$ cat config.mk
export PLATFORM = sky130hd
export DESIGN_NAME = angle_tracking_pll
export DESIGN_NICKNAME = d
export VERILOG_FILES = /design/src/sv/atp_pkg.sv /design/src/sv/atp_serial_mul.sv /design/src/sv/angle_tracking_pll.sv
export VERILOG_INCLUDE_DIRS = /design/src /design/src/sv
export SDC_FILE = /design/constraint.sdc
export NUM_CORES = 2
export LEC_CHECK = 0
export ABC_AREA = 1
export BUFFER_PORTS_ARGS = -buffer_cell sky130_fd_sc_hd__buf_2
export CAP_MARGIN = 10
export CORE_UTILIZATION = 50
export DETAILED_ROUTE_END_ITERATION = 7
export PLACE_DENSITY = 0.67
export SKIP_CTS_REPAIR_TIMING = 1
export SLEW_MARGIN = 20
export SYNTH_ARGS = -nofsm -noshare
export SYNTH_HDL_FRONTEND = slang
export SYNTH_SLANG_ARGS = --single-unit
$ cat constraint.sdc
create_clock -name i_clk -period 5.7 [get_ports i_clk]
set_input_delay 0 -clock i_clk [delete_from_list [all_inputs] [get_ports i_clk]]
set_output_delay 0 -clock i_clk [all_outputs]
set_load 0.05 [all_outputs]
$ cat src/sv/angle_tracking_pll_defines.svh
// assertion macros for the angle tracking pll
`ifndef ANGLE_TRACKING_PLL_DEFINES_SVH
`define ANGLE_TRACKING_PLL_DEFINES_SVH
`define ATP_ASSERT_IMPL(label, clk, rst_n, ante, cons) \
    label: assert property (@(posedge clk) disable iff (!rst_n) (ante) |-> (cons)) \
        else $error("assertion failed");
`define ATP_ASSERT_NEXT(label, clk, rst_n, ante, cons) \
    label: assert property (@(posedge clk) disable iff (!rst_n) (ante) |=> (cons)) \
        else $error("assertion failed");
`endif

$ cat src/sv/atp_pkg.sv
// package with payload types and codes of the angle tracking pll
package atp_pkg;
    localparam logic [1:0] CMD_VECTOR = 2'd0;
    localparam logic [1:0] CMD_ERROR  = 2'd1;
    localparam logic [1:0] CMD_ANGLE  = 2'd2;
    localparam logic [1:0] CMD_TICK   = 2'd3;

    localparam logic [2:0] REG_PROP_GAIN   = 3'd0;
    localparam logic [2:0] REG_INTEG_GAIN  = 3'd1;
    localparam logic [2:0] REG_SPEED_ALPHA = 3'd2;
    localparam logic [2:0] REG_PERIOD      = 3'd3;
    localparam logic [2:0] REG_RATE        = 3'd4;
    localparam logic [2:0] REG_FFD_ALPHA   = 3'd5;

    typedef struct packed {
        logic [1:0]         cmd;
        logic signed [15:0] alpha_in;
        logic signed [15:0] beta_in;
        logic signed [31:0] error_in;
        logic [15:0]        angle_in;
    } t_in;

    typedef struct packed {
        logic [15:0]        angle_out;
        logic signed [31:0] speed_out;
        logic signed [31:0] filtered_speed_out;
        logic signed [15:0] phase_error_out;
        logic signed [31:0] ffd_speed_out;
    } t_out;

    typedef struct packed {
        logic               start;
        logic signed [33:0] a;
        logic signed [33:0] b;
    } t_mul_req;

    typedef struct packed {
        logic               done;
        logic signed [67:0] p;
    } t_mul_rsp;
endpackage

$ cat src/sv/atp_serial_mul.sv
// shift-add signed multiplier, two bits of the multiplier per cycle
module atp_serial_mul (
    input  logic              i_clk,
    input  logic              i_rst_n,
    input  atp_pkg::t_mul_req i_req,
    output atp_pkg::t_mul_rsp o_rsp
);
    logic               r_busy, n_busy;
    logic [4:0]         r_cnt, n_cnt;
    logic signed [67:0] r_acc, n_acc;
    logic signed [67:0] r_mcand, n_mcand;
    logic [33:0]        r_mplier, n_mplier;
    logic               r_done, n_done;
    logic signed [67:0] w_p0, w_p1;

    always_comb begin
        w_p0 = r_mplier[0] ? r_mcand : '0;
        w_p1 = r_mplier[1] ? (r_mcand <<< 1) : '0;
        if (r_cnt == 5'd16) begin
            w_p1 = r_mplier[1] ? -(r_mcand <<< 1) : '0;
        end
    end

    always_comb begin
        n_busy = r_busy; n_cnt = r_cnt; n_acc = r_acc;
        n_mcand = r_mcand; n_mplier = r_mplier; n_done = 1'b0;
        if (i_req.start) begin
            n_busy = 1'b1; n_cnt = '0; n_acc = '0;
            n_mcand = 68'(i_req.a); n_mplier = i_req.b;
        end else if (r_busy) begin
            n_acc = r_acc + w_p0 + w_p1;
            n_mcand = r_mcand <<< 2;
            n_mplier = r_mplier >> 2;
            n_cnt = r_cnt + 5'd1;
            if (r_cnt == 5'd16) begin
                n_busy = 1'b0; n_done = 1'b1;
            end
        end
    end

    always_ff @(posedge i_clk) begin
        if (!i_rst_n) begin
            r_busy <= 1'b0; r_done <= 1'b0; r_cnt <= '0;
        end else begin
            r_busy <= n_busy; r_done <= n_done; r_cnt <= n_cnt;
        end
        r_acc <= n_acc; r_mcand <= n_mcand; r_mplier <= n_mplier;
    end

    assign o_rsp.done = r_done;
    assign o_rsp.p    = r_acc;
endmodule

$ cat src/sv/angle_tracking_pll.sv
// angle tracking pll top level: sequencer, state and channels
// usage: each accepted input transaction is one sample; cmd picks vector,
// direct error, absolute angle or tick. one result transaction follows per
// sample. configuration is written on the cfg channel (index, data) while
// idle. the sequencer runs every product through one serial multiplier:
// every sample needs 5 (integrator, speed, two filter products, angle
// step), angle 3 more, vector 10 more (sine and cosine polynomials, four
// each, and the two error products) plus the VERR and WAIT states. o_valid
// is registered from the S_OUT state; samples are accepted one at a time.
// after synchronous reset the integrator, filter, angle and error state is
// zero, filter weights one, sample rate 10000. a stalled result holds in
// the output register and the next sample waits until the result is taken.
`include "angle_tracking_pll_defines.svh"
module angle_tracking_pll #(
    parameter int TRIG_TABLE_BITS = 10
) (
    input  logic          i_clk,
    input  logic          i_rst_n,
    input  logic          i_valid,
    output logic          o_stall,
    input  atp_pkg::t_in  i_data,
    output logic          o_valid,
    input  logic          i_stall,
    output atp_pkg::t_out o_data,
    input  logic          i_cfg_valid,
    output logic          o_cfg_ready,
    input  logic [2:0]    i_cfg_index,
    input  logic [31:0]   i_cfg_data
);
    typedef enum logic [17:0] {
        S_IDLE = 18'b000000000000000001,
        S_SZ2  = 18'b000000000000000010,
        S_ST1  = 18'b000000000000000100,
        S_ST2  = 18'b000000000000001000,
        S_ST3  = 18'b000000000000010000,
        S_SIN  = 18'b000000000000100000,
        S_COS  = 18'b000000000001000000,
        S_VERR = 18'b000000000010000000,
        S_FFD  = 18'b000000000100000000,
        S_FFA  = 18'b000000001000000000,
        S_FFB  = 18'b000000010000000000,
        S_INT  = 18'b000000100000000000,
        S_PRP  = 18'b000001000000000000,
        S_LPA  = 18'b000010000000000000,
        S_LPB  = 18'b000100000000000000,
        S_ANG  = 18'b001000000000000000,
        S_OUT  = 18'b010000000000000000,
        S_WAIT = 18'b100000000000000000
    } t_state;

    localparam int Shift = 16 - TRIG_TABLE_BITS;

    t_state r_state, n_state;
    logic   r_issued, n_issued;

    logic signed [31:0] r_kp, r_ki;
    logic [15:0]        r_sa, r_fa;
    logic [31:0]        r_per;
    logic [17:0]        r_rate;

    logic signed [31:0] r_integ, r_fspd, r_ffd, r_omega, r_tmp;
    logic [15:0]        r_ang, r_frac, r_prev;
    logic signed [15:0] r_err;
    atp_pkg::t_in       r_in;
    logic               r_oval;
    atp_pkg::t_out      r_out;

    // sine polynomial registers, first pass sine, second pass cosine
    logic               r_cpass;
    logic [16:0]        r_z2;
    logic signed [31:0] r_t;
    logic signed [16:0] r_sin, r_cos;

    atp_pkg::t_mul_req w_req;
    atp_pkg::t_mul_rsp w_rsp;

    logic [15:0]        w_p;
    logic [15:0]        w_tp;
    logic [16:0]        w_z;
    logic signed [31:0] w_t;
    logic signed [16:0] w_sq;
    logic [15:0]        w_sa, w_fa;
    logic signed [67:0] w_prod;

    function automatic logic signed [31:0] sat32(input logic signed [67:0] x);
        if (x > 68'sh7FFFFFFF) return 32'sh7FFFFFFF;
        if (x < -68'sh80000000) return 32'sh80000000;
        return 32'(x);
    endfunction

    atp_serial_mul u_mul (.i_clk(i_clk), .i_rst_n(i_rst_n), .i_req(w_req), .o_rsp(w_rsp));

    assign w_prod = w_rsp.p;
    assign w_p    = (r_ang >> Shift) << Shift;
    assign w_tp   = r_cpass ? (w_p + 16'd16384) : w_p;
    assign w_z    = w_tp[14] ? (17'd32768 - {2'b0, w_tp[13:0], 1'b0})
                             : {2'b0, w_tp[13:0], 1'b0};
    assign w_sa   = (r_sa > 16'd32768) ? 16'd32768 : r_sa;
    assign w_fa   = (r_fa > 16'd32768) ? 16'd32768 : r_fa;

    always_comb begin
        w_t  = 32'(w_prod >>> 15);
        w_sq = (w_t > 32'sd32767) ? 17'sd32767 : 17'(w_t);
        if (w_tp[15]) w_sq = -w_sq;
    end

    assign o_stall     = (r_state != S_IDLE) || r_oval;
    assign o_cfg_ready = (r_state == S_IDLE) && !r_oval;
    assign o_valid     = r_oval;
    assign o_data      = r_out;

    always_comb begin
        w_req.start = 1'b0;
        w_req.a = '0;
        w_req.b = '0;
        unique case (r_state)
            S_SZ2: begin w_req.a = {17'd0, w_z}; w_req.b = {17'd0, w_z}; end
            S_ST1: begin w_req.a = 34'sd2320; w_req.b = {17'd0, r_z2}; end
            S_ST2: begin w_req.a = 34'(r_t); w_req.b = {17'd0, r_z2}; end
            S_ST3: begin w_req.a = 34'(r_t); w_req.b = {17'd0, w_z}; end
            S_SIN: begin w_req.a = 34'(r_in.alpha_in); w_req.b = 34'(r_sin); end
            S_COS: begin w_req.a = 34'(r_in.beta_in);  w_req.b = 34'(r_cos); end
            S_FFD: begin
                w_req.a = 34'($signed(r_in.angle_in - r_prev));
                w_req.b = {16'd0, r_rate};
            end
            S_FFA: begin w_req.a = 34'(r_tmp); w_req.b = {18'd0, w_fa}; end
            S_FFB: begin w_req.a = 34'(r_ffd); w_req.b = 34'(17'd32768 - {1'b0, w_fa}); end
            S_INT: begin w_req.a = 34'(r_ki); w_req.b = 34'(r_err); end
            S_PRP: begin w_req.a = 34'(r_kp); w_req.b = 34'(r_err); end
            S_LPA: begin w_req.a = 34'(r_omega); w_req.b = {18'd0, w_sa}; end
            S_LPB: begin w_req.a = 34'(r_fspd); w_req.b = 34'(17'd32768 - {1'b0, w_sa}); end
            S_ANG: begin w_req.a = 34'(r_omega); w_req.b = {2'b0, r_per}; end
            default: ;
        endcase
        w_req.start = !r_issued && (r_state != S_IDLE) && (r_state != S_VERR)
            && (r_state != S_OUT) && (r_state != S_WAIT);
    end

    logic signed [67:0] r_acc2;
    logic signed [67:0] n_acc2;
    logic [31:0] w_phase;

    always_comb begin
        w_phase = {r_ang, r_frac} + 32'(w_prod >>> 16);
    end

    always_comb begin
        n_state = r_state;
        n_issued = r_issued;
        n_acc2 = r_acc2;
        if (w_req.start) n_issued = 1'b1;
        unique case (r_state)
            S_IDLE: if (i_valid && !r_oval) begin
                n_issued = 1'b0;
                unique case (i_data.cmd)
                    atp_pkg::CMD_VECTOR: n_state = S_SZ2;
                    atp_pkg::CMD_ANGLE:  n_state = S_FFD;
                    default:             n_state = S_INT;
                endcase
            end
            S_WAIT: n_state = S_INT;
            S_VERR: n_state = S_WAIT;
            S_OUT:  n_state = S_IDLE;
            default: if (w_rsp.done) begin
                n_issued = 1'b0;
                unique case (r_state)
                    S_SZ2: n_state = S_ST1;
                    S_ST1: n_state = S_ST2;
                    S_ST2: n_state = S_ST3;
                    S_ST3: n_state = r_cpass ? S_SIN : S_SZ2;
                    S_SIN: n_state = S_COS;
                    S_COS: n_state = S_VERR;
                    S_FFD: n_state = S_FFA;
                    S_FFA: n_state = S_FFB;
                    S_FFB: n_state = S_INT;
                    S_INT: n_state = S_PRP;
                    S_PRP: n_state = S_LPA;
                    S_LPA: n_state = S_LPB;
                    S_LPB: n_state = S_ANG;
                    S_ANG: n_state = S_OUT;
                    default: n_state = S_IDLE;
                endcase
            end
        endcase
        if (w_rsp.done && (r_state == S_SIN || r_state == S_FFA || r_state == S_LPA)) begin
            n_acc2 = w_prod;
        end
    end

    always_ff @(posedge i_clk) begin
        if (!i_rst_n) begin
            r_state <= S_IDLE; r_issued <= 1'b0; r_oval <= 1'b0;
            r_kp <= '0; r_ki <= '0; r_sa <= 16'd32768; r_fa <= 16'd32768;
            r_per <= '0; r_rate <= 18'd10000;
            r_integ <= '0; r_fspd <= '0; r_ffd <= '0; r_ang <= '0;
            r_frac <= '0; r_prev <= '0; r_err <= '0; r_cpass <= 1'b0;
        end else begin
            r_state <= n_state; r_issued <= n_issued;
            if (r_oval && !i_stall) r_oval <= 1'b0;
            if (i_cfg_valid && o_cfg_ready) begin
                unique case (i_cfg_index)
                    atp_pkg::REG_PROP_GAIN:   r_kp <= i_cfg_data;
                    atp_pkg::REG_INTEG_GAIN:  r_ki <= i_cfg_data;
                    atp_pkg::REG_SPEED_ALPHA: r_sa <= i_cfg_data[15:0];
                    atp_pkg::REG_PERIOD:      r_per <= i_cfg_data;
                    atp_pkg::REG_RATE:        r_rate <= i_cfg_data[17:0];
                    atp_pkg::REG_FFD_ALPHA:   r_fa <= i_cfg_data[15:0];
                    default: ;
                endcase
            end
            if (r_state == S_IDLE && i_valid && !r_oval) r_cpass <= 1'b0;
            if (r_state == S_IDLE && i_valid && !r_oval && i_data.cmd == atp_pkg::CMD_ERROR) begin
                r_err <= i_data.error_in[15:0];
            end
            if (r_state == S_IDLE && i_valid && !r_oval && i_data.cmd == atp_pkg::CMD_ANGLE) begin
                r_err <= i_data.angle_in - r_ang;
            end
            if (w_rsp.done) begin
                unique case (r_state)
                    S_SZ2: r_z2 <= 17'(w_prod >>> 15);
                    S_ST1: r_t <= 32'sd21024 - 32'(w_prod >>> 15);
                    S_ST2: r_t <= 32'sd51472 - 32'(w_prod >>> 15);
                    S_ST3: begin
                        if (r_cpass) r_cos <= w_sq;
                        else r_sin <= w_sq;
                        r_cpass <= 1'b1;
                    end
                    S_COS: r_tmp <= sat32((w_prod - r_acc2) >>> 14);
                    S_FFD: begin r_tmp <= sat32(w_prod); r_prev <= r_in.angle_in; end
                    S_FFB: r_ffd <= sat32((r_acc2 + w_prod) >>> 15);
                    S_INT: r_integ <= sat32(68'(r_integ) + (w_prod >>> 16));
                    S_PRP: r_omega <= sat32((w_prod >>> 16) + 68'(r_integ));
                    S_LPB: r_fspd <= sat32((r_acc2 + w_prod) >>> 15);
                    S_ANG: begin r_ang <= w_phase[31:16]; r_frac <= w_phase[15:0]; end
                    default: ;
                endcase
            end
            if (r_state == S_VERR) begin
                if (r_tmp > 32'sd32767) r_err <= 16'sh7FFF;
                else if (r_tmp < -32'sd32768) r_err <= 16'sh8000;
                else r_err <= r_tmp[15:0];
            end
            if (r_state == S_OUT) r_oval <= 1'b1;
        end
        if (r_state == S_IDLE && i_valid) r_in <= i_data;
        r_acc2 <= n_acc2;
        if (r_state == S_OUT) begin
            r_out.angle_out          <= r_ang;
            r_out.speed_out          <= r_omega;
            r_out.filtered_speed_out <= r_fspd;
            r_out.phase_error_out    <= r_err;
            r_out.ffd_speed_out      <= r_ffd;
        end
    end

    `ATP_ASSERT_IMPL(a_busy_stalls, i_clk, i_rst_n, r_state != S_IDLE, o_stall)
    `ATP_ASSERT_NEXT(a_out_after_seq, i_clk, i_rst_n, r_state == S_OUT, o_valid)
    `ATP_ASSERT_IMPL(a_no_cfg_busy, i_clk, i_rst_n, r_state != S_IDLE, !o_cfg_ready)
endmodule
==> results.md <==
- Initial Util: between 50 and 60%
- FP Rows: about 130
- Setup Crit Path Kind: flip-flop to flip-flop
- Internal power: around 16 mW
- Largest net degree at the start of global routing: roughly 170
- Cell seen most often among critical-path stages: nand2_1
- CP required: 6.33 ns
- Register area: 22820 um2
- Fin. max-slew vios: 0
- Root buffer selected by CTS: clkbuf_16
- Syn_area_per_cell: between 6 and 7 um2
- Sw frac: 48.30%
- Worst Path Arrival: approximately 6 ns
- Setup ws final: 0.3130 ns
- Filler cells: about 13000
- Bufs and invs on worst path: 8
- Pre-CTS setup slack: roughly 0.21 ns
- Number of synthesized register bits: 894
- Post-Syn Nets: roughly 10000
- Post-synthesis sequential area ratio: 34.46%
- Critical Path Max Stage Delay: around 0.44 ns
- RD Place Congestion: ~1.1
- Outcome: finished with violations
- Die Width: 365.9 um
- Die Footprint: 133900 um2
- Via Count: 70540
- EDFF count, synth: 492
- HP Class: primary input to flip-flop
- Die H: 365.9 um
- DP HPWL: 246100 um
- Comb power frac: 48.4%
- Vias in the first global route: between 60000 and 70000
- Reg2reg path depth: 33
- Power Dens Cells: roughly 420 nW/um2
- Max VDD drop: 0.4027 mV
- Total Routed Length: 308600 um
- CP top delay family: simple AND/OR/NAND/NOR gates
- Lkg Pwr: between 30 and 40 nW
- Cell variety after synth: 71
- Setup Skew: about 0.073 ns
- First-pass GRT wire length: around 430000 um
- CP Max Fanout: 5
- GRT Total Usage: 43.91%
- Yosys top cell area share: around 22%
- Area Growth Syn to Fin: 13.80%
- CTS tree: built
- Sequential Power Share: approximately 29%
- Fmax: ~190 MHz
- DR vias/cell: ~6
- Clock Path Buffers: 3
- Total number of yosys warnings: 0
- TritonCTS buffer count: between 100 and 150
- Final Setup Violations: 0
- Crit. End Element: flip-flop
- Period utilisation layout: 94.51%
- TritonRoute pass-1 iters: 8
- Avg WL per Cell: 25.89 um
- Syn Inst Count: 9659
- Share of cells above drive strength 1: approximately 7.6%
- Slowest CP cell: fa_1
- Fin crit period: between 5 and 6 ns
- Max H-tree Level: 3
- Core box area: 131500 um2
- Net Switching: between 15 and 20 mW
- TNS Setup: 0 ns
- Main area contributors after synthesis: edfxtp_1 22%, nand2_1 14%, dfxtp_1 12%
- Mapped cell area: between 60000 and 70000 um2
- Violated checks: design-rule violations
- # DRC: 2
- Clock share of power: 22.5%
- Crit start category: flip-flop
- Relative slew slack: approximately 15%
- # IOs: around 250
- RSZ-0062 raised after global routing: yes
- Worst-margin pin slew: between 1 and 1.5 ns
- Final Hold Fails: 0
- Clock-pin slew on the worst setup and hold paths: around 0.070 ns
- Worst skew pair latency: around 0.77 ns
- Initial antenna violation count: 20
- GR Overflow Total: 0
- Area leader, netlist: edfxtp_1
- Area of the multi-input gates: 35840 um2
- Ys async rst share: 0%
- Critical path depth in cells: 33
- Hold Crit Depth: 2
- Routed Antenna Nets: 0
- DRT iter0 DRCs: about 11000
- WHS: 0.003849 ns
- Max cap viols: 0
- Port buffer count: approximately 240
- Number of nets in the layout: between 10000 and 15000
- Top flip-flop cell by instance count after synthesis: edfxtp_1
- Clock Sink Count: ~900
-- final timing paths --
check                                      start              end  slack, ns
worst min register to register         r_ffd[22]       o_data[22]       0.41
worst max register to register  u_mul.r_mcand[1]  u_mul.r_acc[58]       0.31
worst min-delay path                   i_data[2]          r_in[2]      0.004
worst max-delay path            u_mul.r_mcand[1]  u_mul.r_acc[58]       0.31
-- logic make-up (layout without fill, tap and decap cells) --
logic type	after synthesis	count (layout)	synth area share, %
xor+xnor	224	224	2.974
compound gates	1792	1792	15.33
flops	894	894	34.46
other cells	0	7	0
fa+ha+maj	398	398	8.325
simple gates	4325	4325	27.06
buf+inv	2026	2527	11.85
-- layout make-up --
type | instances | area share [%]
Inverter | 1739 | 8.676
Tap cell | 1755 | 2.914
Clock inverter | 62 | 1.046
Multi-Input combinational cell | 6739 | 47.56
Clock buffer | 134 | 3.724
Timing Repair Buffer | 592 | 5.776
Antenna cell | 7 | 0.02324
Sequential cell | 894 | 30.28
-- power groups by stage --
stage | Combinational, mW | Clock [mW] | Sequential, mW
after detailed placement | 14.6 | 0 | 9.30
after global routing | 16.5 | 7.40 | 9.24
after global placement | 14.5 | 0 | 9.31
final | 15.4 | 7.17 | 9.26
after CTS | 14.7 | 7.16 | 9.18
after floorplan | 9.40 | 0 | 8.85
-- worst reg2reg max path, delay by kind of cell, from the launching register on --
| kind | cells | cell delay (ns) |
|---|---|---|
| adder cells (fa/ha/maj) | 2 | 0.78 |
| flip-flops | 1 | 0.41 |
| AO/OA/AOI/OAI | 2 | 0.30 |
| AND/OR/NAND/NOR | 21 | 2.79 |
| buffers and inverters | 8 | 0.98 |
-- per-layer routing --
metal  track usage [%]  part of all wire (%)  vias to the layer above
li1                  -                     -                    32190
met1             58.63                    39                    32815
met2             63.63                    41                     4632
met3             8.990                    12                      897
met4             30.21                   8.4                        6
met5                 0                 0.026                        -
-- registers in the layout (all words and copies together), names as in the netlist, 17 cells and up --
name / count
o_data: 128
r_acc2: 68
u_mul.r_acc: 68
u_mul.r_mcand: 68
r_in: 48
u_mul.r_mplier: 33
r_ffd: 32
r_fspd: 32
r_integ: 32
r_ki: 32
r_kp: 32
r_omega: 32
r_per: 32
r_t: 32
r_tmp: 32
r_rate: 18
r_state: 18
r_cos: 17
r_sin: 17
r_z2: 17
-- cell usage after synthesis (17+ instances only) --
master,count
a211oi_1,21
a21o_1,37
a21oi_1,737
a221oi_1,85
a22o_1,27
a31oi_1,60
buf_2,81
buf_4,18
clkbuf_1,160
dfxtp_1,402
edfxtp_1,492
fa_1,71
ha_1,327
inv_1,1702
inv_2,24
nand2_1,2455
nand3_1,504
nand3b_1,17
nand4_1,112
nor2_1,949
nor2_2,19
nor3_1,144
nor4_1,57
o211ai_1,33
o21a_1,24
o21ai_0,586
o21ai_1,47
o21bai_1,37
o221ai_1,31
o22ai_1,18
xnor2_1,50
xor2_1,173
-- metrics by stage --
| step | cells | cell area (um2) | utilization (%) | power (mW) |
|---|---|---|---|---|
| floorplan | 9659 | 66220 | - | 18.25 |
| global placement | 11562 | 69930 | 53.20 | 23.83 |
| detailed placement | 11562 | 69930 | 53.20 | 23.91 |
| CTS | 11758 | 73530 | 55.93 | 31.03 |
| global route | 11917 | 75350 | 57.32 | 33.15 |
| finish | 11922 | 75360 | 57.33 | 31.84 |
-- cells in the final DEF, fill, tap and decap left out, types with 58 or more instances in the layout --
cell	n
ha_1	324
buf_2	235
a31oi_1	58
a221oi_1	84
inv_1	1699
buf_4	198
nor3_1	140
dlygate4sd3_1	149
fa_1	71
clkbuf_16	105
edfxtp_1	492
xor2_1	173
nand3_1	498
dfxtp_1	401
o21ai_0	577
nor2_1	926
nand2_1	2445
nand4_1	112
a21oi_1	731
Power figures use the tool's default switching activity.
